**src/sv/qrs_pkg.sv**
```systemverilog
// Shared types and constants for the quadratic root solver.
package qrs_pkg;

  localparam int unsigned COEF_W_DEF = 16;
  localparam int unsigned OUT_W      = 32;
  localparam int unsigned FRAC_SHIFT = 16;

  localparam logic [1:0] KIND_REAL2   = 2'd0;
  localparam logic [1:0] KIND_EQUAL   = 2'd1;
  localparam logic [1:0] KIND_COMPLEX = 2'd2;
  localparam logic [1:0] KIND_DEGEN   = 2'd3;

  typedef struct packed {
    logic [1:0] kind;
    logic       degen;
    logic       d_neg;
  } qrs_ctrl_t;

endpackage

```
**src/sv/qrs_sqrt.sv**
```systemverilog
// Pipelined floor square root, one result bit per stage.
module qrs_sqrt #(
  parameter int unsigned CW = qrs_pkg::COEF_W_DEF
) (
  input  logic                 clk,
  input  logic                 rst_n,
  input  logic                 en,
  input  logic                 in_vld,
  input  logic [2*CW+1:0]      dmag,
  input  logic signed [CW-1:0] a,
  input  logic signed [CW-1:0] b,
  input  qrs_pkg::qrs_ctrl_t   ctl,
  output logic                 out_vld,
  output logic [CW:0]          root_o,
  output logic signed [CW-1:0] a_o,
  output logic signed [CW-1:0] b_o,
  output qrs_pkg::qrs_ctrl_t   ctl_o
);
  import qrs_pkg::*;

  localparam int unsigned DW = 2 * CW + 2;
  localparam int unsigned NS = CW + 1;
  localparam int unsigned RW = CW + 3;

  logic [DW-1:0]        rad_r  [1:NS];
  logic [RW-1:0]        rem_r  [1:NS];
  logic [CW:0]          root_r [1:NS];
  logic signed [CW-1:0] a_r    [1:NS];
  logic signed [CW-1:0] b_r    [1:NS];
  qrs_ctrl_t            ctl_r  [1:NS];
  logic                 v_r    [1:NS];

  for (genvar i = 0; i < NS; i++) begin : g_stage
    logic [DW-1:0]        rad_c;
    logic [RW-1:0]        rem_c, rm, tr;
    logic [CW:0]          root_c;
    logic signed [CW-1:0] a_c, b_c;
    qrs_ctrl_t            ctl_c;
    logic                 v_c;
    if (i == 0) begin : g_head
      assign rad_c  = dmag;
      assign rem_c  = '0;
      assign root_c = '0;
      assign a_c    = a;
      assign b_c    = b;
      assign ctl_c  = ctl;
      assign v_c    = in_vld;
    end else begin : g_body
      assign rad_c  = rad_r[i];
      assign rem_c  = rem_r[i];
      assign root_c = root_r[i];
      assign a_c    = a_r[i];
      assign b_c    = b_r[i];
      assign ctl_c  = ctl_r[i];
      assign v_c    = v_r[i];
    end
    assign rm = {rem_c[RW-3:0], rad_c[DW-1:DW-2]};
    assign tr = {root_c[RW-3:0], 2'b01};
    always_ff @(posedge clk) begin
      if (!rst_n) v_r[i+1] <= 1'b0;
      else if (en) v_r[i+1] <= v_c;
    end
    always_ff @(posedge clk) begin
      if (en) begin
        rad_r[i+1] <= {rad_c[DW-3:0], 2'b00};
        if (rm >= tr) begin
          rem_r[i+1]  <= rm - tr;
          root_r[i+1] <= {root_c[CW-1:0], 1'b1};
        end else begin
          rem_r[i+1]  <= rm;
          root_r[i+1] <= {root_c[CW-1:0], 1'b0};
        end
        a_r[i+1]   <= a_c;
        b_r[i+1]   <= b_c;
        ctl_r[i+1] <= ctl_c;
      end
    end
  end

  assign out_vld = v_r[NS];
  assign root_o  = root_r[NS];
  assign a_o     = a_r[NS];
  assign b_o     = b_r[NS];
  assign ctl_o   = ctl_r[NS];
endmodule

```
**config.mk**
```make
export PLATFORM = sky130hd
export DESIGN_NAME = qrs_sqrt
export DESIGN_NICKNAME = d
export VERILOG_FILES = /design/src/sv/qrs_pkg.sv /design/src/sv/qrs_sqrt.sv
export SDC_FILE = /design/constraint.sdc
export NUM_CORES = 1
export LEC_CHECK = 0
export ABC_AREA = 1
export BUFFER_PORTS_ARGS = -buffer_cell sky130_fd_sc_hd__buf_2
export CAP_MARGIN = 10
export CORE_ASPECT_RATIO = 2
export CORE_MARGIN = 5
export CORE_UTILIZATION = 41
export DETAILED_ROUTE_END_ITERATION = 16
export PLACE_DENSITY = 0.55
export SYNTH_ARGS = -nofsm -noshare
export SYNTH_HDL_FRONTEND = slang
export SYNTH_SLANG_ARGS = --single-unit
export TNS_END_PERCENT = 30
```
**constraint.sdc**
```tcl
create_clock -name clk -period 2.6 [get_ports clk]
set_input_delay 0.13 -clock clk [delete_from_list [all_inputs] [get_ports clk]]
set_output_delay 0.13 -clock clk [all_outputs]
set_load 0.005 [all_outputs]
```
==> metrics.log <==
INFO  metric run_status = finished clean
INFO  metric synth-edff-count = between 1000 and 1500
INFO  metric setup-violations-final = 0
INFO  metric postPlaceCellArea = ~58000 um2
INFO  metric first_global_vias = about 33000
INFO  metric routed-via-count = 31573
INFO  metric cts_buffer_depth = 3
INFO  metric finalHoldViolations = 0
INFO  metric criticalPathCategory = reg2reg
INFO  metric worstSkewPairLatency = 0.74 ns
INFO  metric routed_wire_length_per_instance = about 18 um
INFO  metric yosys-top-cells-count = edfxtp_1 (1308), nand2_1 (1118), inv_1 (649), nor2_1 (352), nand3_1 (249)
INFO  metric placedCellCount = around 6300
INFO  metric initialDrtViolationCount = about 1500
INFO  metric drc_errors = 0
INFO  metric yosys.cell_count.top_type = edfxtp_1
INFO  metric drt.antenna.violating_nets = 0
INFO  metric initial_utilization = between 40 and 50%
INFO  metric static-leakage-power = 25.5 nW
INFO  metric cp-start-kind = register
INFO  metric area.growth.synth_to_final = 13.8%
INFO  metric ys_seq_area_share = 71.8%
INFO  metric critical_path_peak_fanout = 7
INFO  metric finish.cell_count_without_fillers = about 6600
INFO  metric tightest_slew = about 1 ns
INFO  metric dp.final_hpwl = 90500 um
INFO  metric critical_path.most_common_cell = nand2_1
INFO  metric synthesis.area_per_instance = between 10 and 15 um2
INFO  metric critical_path.cell_chain = ha_1, inv_1, o21ai_1, nand2_1, nand3_2, nor2_4, nand2_1, o21ai_0, buf_4
INFO  metric fraction_of_final_layout_cells_sized_beyond_drive_strength_1 = under 10%
INFO  metric congestion_overflow_gr = 0
INFO  metric timing.critical_path.required = 3.10 ns
INFO  metric synth.area.top_cells = edfxtp_1 (72%), nand2_1 (7.7%), inv_1 (4.5%)
INFO  metric net_count_after_synthesis = ~4700
INFO  metric cts_tree = done
INFO  metric yosys.area.top_type_share = between 70% and 80%
INFO  metric place.gp.congestion = ~0.97
INFO  metric final-max-slew-violation-count = 0
INFO  metric synthCells = between 4000 and 5000
INFO  metric totalNegativeSetupSlack = 0 ns
INFO  metric min_period_over_period = just under 100%
INFO  metric drt-pass1-iter-count = 6
INFO  metric synth_area_leader_cell = edfxtp_1
INFO  metric yosysWarningCount = 0
INFO  metric die_y = 527 um
INFO  metric yosys_register_bits = between 1000 and 1500
INFO  metric critPathSlowestCell = o21ai_1
INFO  metric final.setup_skew = about 0.051 ns
INFO  metric die_x = around 270 um
INFO  metric clock.fmax = about 400 MHz
INFO  metric power_per_cell_area = between 700 and 800 nW/um2
INFO  metric headroom_to_the_max_slew_limit = 33.6%
INFO  metric largest_net_degree_at_the_start_of_global_routing = roughly 180
INFO  metric crit_arrival = about 3 ns
INFO  metric cp.buffers_inverters = 2
INFO  metric routed_wirelength = 120000 um
INFO  metric fin_area = about 62000 um2
INFO  metric cts_made_buffers = 113
INFO  metric port-buffer-count = 127
INFO  metric ys_dominant_reg_cell = edfxtp_1
INFO  metric min_period = 2.51 ns
INFO  metric io-pin-count = between 100 and 150
INFO  metric timing.critical_path.slowest_cell_delay = roughly 0.49 ns
INFO  metric maxCapViolCount = 0
INFO  metric nets = around 5100
INFO  metric rsz0062_at_grt = false
INFO  metric clk_transition_reported_paths = 0.07 ns
INFO  metric fp.coreArea = between 100000 and 150000 um2
INFO  metric number_of_antenna_violations_at_the_first_check_in_global_routing = 1
INFO  metric synth.distinct_cells = 40
INFO  metric synth_async_sr_flop_share = 0%
INFO  metric crit_family = compound AO/OA/AOI/OAI gates
INFO  metric hold_path.class = in2reg
INFO  metric h-tree-depth = 3
INFO  metric clock_tree.root_cell = clkbuf_16
INFO  metric global_router_s_overall_resource_usage = between 15 and 20%
INFO  metric row_count = around 190
INFO  metric global_route_wire_length_before_repair = approximately 180000 um
INFO  metric mappedNetlistArea = 54700 um2
INFO  metric vias_per_cell = between 4 and 5
INFO  metric dieArea = approximately 140000 um2
INFO  metric totalPowerFinal = 0.0483 W
INFO  metric power.ir.vdd_worst = about 0.68 mV
INFO  metric worst_setup_end_kind = register
INFO  metric cts.sink_count = 1308
[worst paths after layout]
kind                                 from                       to  slack, ns  cells past startpoint
setup / recovery  rem_r[0][171]$_DFFE_PP_  rem_r[0][195]$_DFFE_PP_       0.09                      9
hold / removal                       b[5]     b_r[0][21]$_DFFE_PP_        0.1                      2
setup reg to reg  rem_r[0][171]$_DFFE_PP_  rem_r[0][195]$_DFFE_PP_       0.09                      9
hold reg to reg   rad_r[0][250]$_DFFE_PP_  rad_r[0][284]$_DFFE_PP_       0.39                      0
[what timing repair did]
action                                  4_1_cts  5_1_grt
hold buffers                                 73        0
endpoints found under the setup margin       17       11
gates resized for setup                       1        5
pin swaps                                     0        2
buffers inserted                              0        3
hold endpoints to repair                    140        0
[registers in the layout, indices dropped and copies added, names as in the netlist]
| register | count |
|---|---|
| rad_r | 272 |
| root_r | 153 |
| ctl_r | 68 |
| b_r | 272 |
| v_r | 17 |
| rem_r | 254 |
| a_r | 272 |
[layout make-up]
cell class                      instances  area, um2
Multi-Input combinational cell       2435      12400
Sequential cell                      1308      39300
Antenna cell                            1       2.50
Tap cell                             1719       2150
Timing Repair Buffer                  305       2410
Inverter                              658       2470
Fill cell                           11939      70400
Clock buffer                          138       2920
Clock inverter                         67        637
[per-layer routing]
layer	up-vias	global-route usage [%]	wire length, um
met4	0	12.6	10500
met3	361	2.27	3250
met5	-	0	0
met2	592	36.2	73700
li1	15739	-	-
met1	14881	12.5	33100
[through the flow]
step           setup slack, ns  utilization (%)  hold slack [ns]
6_report                0.0934             46.9           0.0967
5_1_grt                0.00117             46.9           0.0507
4_1_cts                 0.0334             46.9           0.0172
3_5_place_dp            -0.112             43.7            0.308
3_3_place_gp           -0.0913             43.7            0.307
2_1_floorplan            0.669                -            0.229
[cell families after synthesis]
logic type | share of synthesized area [%]
DFF | 71.8
AOI/OAI and AO/OA | 2.42
and+or+nand+nor | 14.8
buffers and inverters | 5.59
adders and majority gates | 3.91
xor gates and xnor gates | 1.55
[cells in the final DEF (no fill, tap or decap), drive strengths merged, types with 2 or more instances in the layout]
| cell type | n |
|---|---|
| edfxtp | 1308 |
| nand2 | 1136 |
| inv | 659 |
| nor2 | 373 |
| nand3 | 258 |
| buf | 232 |
| ha | 171 |
| clkbuf | 138 |
| a21oi | 121 |
| o21ai | 118 |
| dlygate4sd3 | 73 |
| clkinv | 55 |
| xor2 | 54 |
| nor3 | 50 |
| nand4 | 47 |
| xnor2 | 43 |
| nand3b | 31 |
| or2 | 10 |
| and2 | 8 |
| bufinv | 6 |
| o21bai | 5 |
| clkinvlp | 5 |
| o21a | 2 |
| a31oi | 2 |
| a21boi | 2 |
[power breakdown]
part	switching [W]	internal (W)
combinational	0.00407	0.00203
sequential	0.000766	0.0252
clock	0.00757	0.00865
total	0.0124	0.0359
Note: power is estimated with default switching activity, not from simulation.
