==> src/sv/qrs_pkg.sv <==
// Shared types and constants for the quadratic root solver.
package qrs_pkg;

  localparam int unsigned COEF_W_DEF = 16;
  localparam int unsigned OUT_W      = 32;
  localparam int unsigned FRAC_SHIFT = 16;

  localparam logic [1:0] KIND_REAL2   = 2'd0;
  localparam logic [1:0] KIND_EQUAL   = 2'd1;
  localparam logic [1:0] KIND_COMPLEX = 2'd2;
  localparam logic [1:0] KIND_DEGEN   = 2'd3;

  typedef struct packed {
    logic [1:0] kind;
    logic       degen;
    logic       d_neg;
  } qrs_ctrl_t;

endpackage

==> src/sv/qrs_div.sv <==
// Pipelined signed restoring divider: (num << 16) / den, truncated, Q16.16 saturation.
module qrs_div #(
  parameter int unsigned NW = 18,
  parameter int unsigned EW = 18,
  parameter int unsigned XW = 1
) (
  input  logic                 clk,
  input  logic                 rst_n,
  input  logic                 en,
  input  logic                 in_vld,
  input  logic signed [NW-1:0] num,
  input  logic signed [EW-1:0] den,
  input  logic [XW-1:0]        side,
  output logic                 out_vld,
  output logic [31:0]          q_o,
  output logic                 sat_o,
  output logic [XW-1:0]        side_o
);
  import qrs_pkg::*;

  localparam int unsigned QW = NW + FRAC_SHIFT;
  localparam int unsigned RW = EW + 1;

  logic [QW-1:0]  q_r   [1:QW];
  logic [RW-1:0]  rm_r  [1:QW];
  logic [EW-1:0]  d_r   [1:QW];
  logic           ng_r  [1:QW];
  logic [XW-1:0]  sd_r  [1:QW];
  logic           v_r   [1:QW];

  logic [NW-1:0] mn;
  logic [EW-1:0] md;
  assign mn = num[NW-1] ? NW'(-num) : NW'(num);
  assign md = den[EW-1] ? EW'(-den) : EW'(den);

  for (genvar i = 0; i < QW; i++) begin : g_stage
    logic [QW-1:0] q_c;
    logic [RW-1:0] rm_c, sh;
    logic [EW-1:0] d_c;
    logic          ng_c;
    logic [XW-1:0] sd_c;
    logic          v_c;
    if (i == 0) begin : g_head
      assign q_c  = {mn, FRAC_SHIFT'(0)};
      assign rm_c = '0;
      assign d_c  = md;
      assign ng_c = num[NW-1] ^ den[EW-1];
      assign sd_c = side;
      assign v_c  = in_vld;
    end else begin : g_body
      assign q_c  = q_r[i];
      assign rm_c = rm_r[i];
      assign d_c  = d_r[i];
      assign ng_c = ng_r[i];
      assign sd_c = sd_r[i];
      assign v_c  = v_r[i];
    end
    assign sh = {rm_c[RW-2:0], q_c[QW-1]};
    always_ff @(posedge clk) begin
      if (!rst_n) v_r[i+1] <= 1'b0;
      else if (en) v_r[i+1] <= v_c;
    end
    always_ff @(posedge clk) begin
      if (en) begin
        if (sh >= RW'(d_c)) begin
          rm_r[i+1] <= sh - RW'(d_c);
          q_r[i+1]  <= {q_c[QW-2:0], 1'b1};
        end else begin
          rm_r[i+1] <= sh;
          q_r[i+1]  <= {q_c[QW-2:0], 1'b0};
        end
        d_r[i+1]  <= d_c;
        ng_r[i+1] <= ng_c;
        sd_r[i+1] <= sd_c;
      end
    end
  end

  logic [QW:0] qm;
  logic        big;
  assign qm  = {1'b0, q_r[QW]};
  assign big = ng_r[QW] ? (qm > (QW+1)'(64'h8000_0000))
                        : (qm > (QW+1)'(64'h7FFF_FFFF));

  always_ff @(posedge clk) begin
    if (!rst_n) out_vld <= 1'b0;
    else if (en) out_vld <= v_r[QW];
  end

  always_ff @(posedge clk) begin
    if (en) begin
      sat_o  <= big;
      side_o <= sd_r[QW];
      if (big)            q_o <= ng_r[QW] ? 32'h8000_0000 : 32'h7FFF_FFFF;
      else if (ng_r[QW])  q_o <= 32'(-qm);
      else                q_o <= 32'(qm);
    end
  end
endmodule

==> config.mk <==
export PLATFORM = sky130hd
export DESIGN_NAME = qrs_div
export DESIGN_NICKNAME = d
export VERILOG_FILES = /design/src/sv/qrs_pkg.sv /design/src/sv/qrs_div.sv
export SDC_FILE = /design/constraint.sdc
export NUM_CORES = 2
export LEC_CHECK = 0
export ABC_CLOCK_PERIOD_IN_PS = 4940
export BUFFER_PORTS_ARGS = -buffer_cell sky130_fd_sc_hd__buf_2
export CAP_MARGIN = 20
export CORE_ASPECT_RATIO = 0.75
export CORE_UTILIZATION = 60
export DETAILED_ROUTE_END_ITERATION = 16
export PLACE_DENSITY = 0.76
export SLEW_MARGIN = 25
export SYNTH_ARGS = -nofsm -noshare
export SYNTH_HDL_FRONTEND = slang
export SYNTH_SLANG_ARGS = --single-unit
==> constraint.sdc <==
create_clock -name clk -period 4.94 [get_ports clk]
set_clock_uncertainty 0.05 [all_clocks]
set_input_delay 0.988 -clock clk [delete_from_list [all_inputs] [get_ports clk]]
set_output_delay 0.988 -clock clk [all_outputs]
set_load 0.01 [all_outputs]
==> summary.txt <==
Pwr
  – LEAKAGE: 42.9 nW
  – Comb pwr share: 0.362
  – Total power: 65.5 mW
  – P_int: 43.6 mW
  – Seq pwr share: 0.401
  – Clock network power share: 0.237
  – Sw Ratio: 0.334
  – Cell Pwr Density: 593 nW/um2
  – Max VDD drop: 0.407 mV
  – Switching pwr: 21.8 mW

Floorplanning
  – Die width: 474 um
  – Top-level I/O count: 76
  – DIE AREA: 169000 um2
  – Starting density of the core: 0.606
  – Core area: 165000 um2
  – Die H: 356 um
  – Rows: 129

STA
  – Setup_tns: 0 ps
  – Final Cycle Share: 0.820
  – RSZ-0062 raised after global routing: false
  – Setup Viol. Count Final: 0
  – Final Hold Fails: 0
  – Fmax: 0.247 GHz
  – Min Clock Period, post-route: 4050 ps
  – Worst-Margin Slew: 964 ps
  – Fin. max-slew vios: 0
  – Rel. slew slack: 0.357

Synthesis
  – Count leader, synth: edfxtp_1
  – EDFF count, synth: 2072
  – Largest area contributor in the netlist: edfxtp_1
  – Main synth FF type: edfxtp_1
  – Xor and xnor fraction of the mapped netlist area: 0.0417
  – Register area share after synthesis: 0.621
  – Area contributors post-synth: edfxtp_1 (62%), ha_1 (7.5%), mux2_2 (3.1%)
  – Synth top area share: 0.621
  – Mapped Area: 100000 um2
  – Synthesized flop and latch total: 2073
  – Largest family of logic cells by synthesized area: compound AO/OA/AOI/OAI gates
  – Compound-Gate Fraction of Synth Area: 0.105
  – Post-Synth Simple-Gate Area: 0.0802
  – Mapped Nets: 8444
  – Cell variety after synth: 78
  – Post-Synth Adder-Cell Area: 0.0810
  – Cells after Synth: 7773
  – YS warnings: 0
  – Post-synth ARST share: 0
  – Mux cell area share after synthesis: 0.0364
  – Top cells by count, synth: edfxtp_1 (2072), inv_1 (769), ha_1 (598), nand2_1 (561), o21ai_0 (445)
  – Syn_area_per_cell: 12.9 um2

Setup path
  – Critical path depth: 9
  – Critical Path RT: 5470 ps
  – FF-to-FF End: rm_r[7][61]$_DFFE_PP_
  – Element type at the critical path end: flip-flop
  – CP max stage cell: o21a_1
  – CP bufs+invs: 0
  – R2R setup slack: 890 ps
  – Path depth of the worst reg2reg path: 9
  – Critical path class: flip-flop to flip-flop
  – Cell-by-cell trace of the critical path: ha_1 > nand2_1 > o21ai_0 > a221oi_1 > o311ai_0 > a21oi_1 > o41ai_1 > o21a_1 > mux2_2
  – Startpoint Class: flip-flop
  – Crit path largest cell delay: 780 ps
  – CP top delay family: compound AO/OA/AOI/OAI gates
  – Max FO, Critical Path: 19
  – WP data arrival: 4580 ps
  – RR Startpoint: rm_r[7][39]$_DFFE_PP_

Route
  – DR vias/cell: 5.88
  – DR WL/cell: 19.7 um
  – Final WL: 204 mm
  – Routed Antenna Nets: 0
  – # DRC: 0
  – Initial drt markers: 6613
  – 1st-pass router iterations: 6
  – Via Count: 60900

Run status
  – Outcome: finished, final reports clean

Layout
  – Final Cell Area: 110000 um2
  – Area Overhead vs Synth: 10.1%
  – # diodes: 0
  – Nets@finish: 8640
  – Fraction of layout cells with a size suffix above 1: 0.0983

Clock network
  – Root buf cell: clkbuf_16
  – Hold-fix buffers, CTS: 0
  – CTS sink cnt: 2073
  – Clock Path Buffers: 3
  – Skew-Pair Late Insertion Delay: 850 ps
  – CTS H-Tree Depth: 4
  – Clk slew on worst S/H paths: 60 ps
  – Resize count post-CTS: 0
  – CTS tree: yes
  – CTS buffer count: 193
  – Setup bufs post-CTS: 0

Global routing
  – GRT Total Usage: 0.241
  – Initial antenna violation count: 2
  – Overflow left after global routing: 0
  – Vias in the first global route: 57300
  – Largest net degree at the start of global routing: 176
  – First-pass GRT wire length: 320 mm

Place
  – Area after DPL: 104000 um2
  – GPL Wtd Cong: 0.963
  – Number of port buffers: 75
  – Post-DP HPWL: 145 mm

Min path
  – Hold depth: 1
  – Hold/Removal Path Class: primary input to flip-flop
  – Hold_sp: side
  – Sink of the worst hold path: sd_r[1]$_DFFE_PP_

Job
  – MaxCap Viol Count: 0
-- cell families (layout without fill, tap and decap cells) --
family,count (synthesis),count (layout)
AO/OA/AOI/OAI,1643,1643
XOR/XNOR,476,476
adder cells (fa/ha/maj),630,630
buffers and inverters,927,1284
flip-flops,2073,2073
multiplexers,330,330
AND/OR/NAND/NOR,1694,1694
-- how the worst max path moves through the flow --
stage / startpoint / to / slack (ps)
2_1_floorplan: den[2] / rm_r[0][19]$_DFFE_PP_ / 820
4_1_cts: rm_r[7][39]$_DFFE_PP_ / rm_r[7][61]$_DFFE_PP_ / 930
3_5_place_dp: den[1] / rm_r[0][20]$_SDFFCE_PP0P_ / 450
3_3_place_gp: den[1] / rm_r[0][28]$_SDFFCE_PP0P_ / 520
6_report: rm_r[7][39]$_DFFE_PP_ / rm_r[7][61]$_DFFE_PP_ / 890
5_1_grt: rm_r[7][39]$_DFFE_PP_ / rm_r[7][61]$_DFFE_PP_ / 640
-- sequential cells by signal, indices dropped and copies added (netlist names) --
signal,cells
d_r,594
ng_r,34
out_vld,1
q_o,32
q_r,748
rm_r,594
sat_o,1
sd_r,34
side_o,1
v_r,34
-- layout by cell type, fill, tap and decap left out, types with 99 or more instances in the layout --
cell	Yosys	routed
a21o_1	187	187
o21ai_0	445	445
nor2b_1	119	119
a21oi_1	372	365
nand2_1	561	561
edfxtp_1	2072	2072
nor2_1	436	436
ha_1	598	598
inv_1	769	769
nand3_1	99	99
xor2_1	151	151
clkbuf_16	0	194
xnor2_1	324	324
mux2_2	278	278
-- final cells by class --
class,count,area [um2]
Clock buffer,225,4990
Clock inverter,131,1600
Tap cell,2227,2790
Timing Repair Buffer,159,1150
Sequential cell,2073,62200
Fill cell,11600,55100
Multi-Input combinational cell,4773,34700
Inverter,769,2890
-- metrics by stage --
step | setup slack [ps] | cells | utilization | hold slack [ps]
2_1_floorplan | 819 | 7773 | - | 350
3_3_place_gp | 519 | 10000 | 0.627 | 350
3_5_place_dp | 449 | 10000 | 0.627 | 355
4_1_cts | 933 | 10400 | 0.667 | 257
5_1_grt | 637 | 10400 | 0.667 | 265
6_report | 887 | 10400 | 0.667 | 313
-- per-layer routing --
layer  track usage  vias to the layer above  wire, um
li1              -                    29100         -
met3        0.0438                      302     15200
met2         0.346                     2119     86700
met5             0                        -        13
met4        0.0584                        2      4180
met1         0.380                    29400     97800
-- power groups by stage --
| stage | combinational [mW] | sequential (mW) | clock [mW] |
|---|---|---|---|
| after floorplan | 18.1 | 25.5 | 0 |
| after global placement | 22.3 | 26.5 | 0 |
| after detailed placement | 23.1 | 26.6 | 0 |
| after CTS | 23.3 | 26.3 | 15.8 |
| after global routing | 26.2 | 26.6 | 16.5 |
| final | 23.7 | 26.3 | 15.5 |
(Power assumes the default switching activity.)
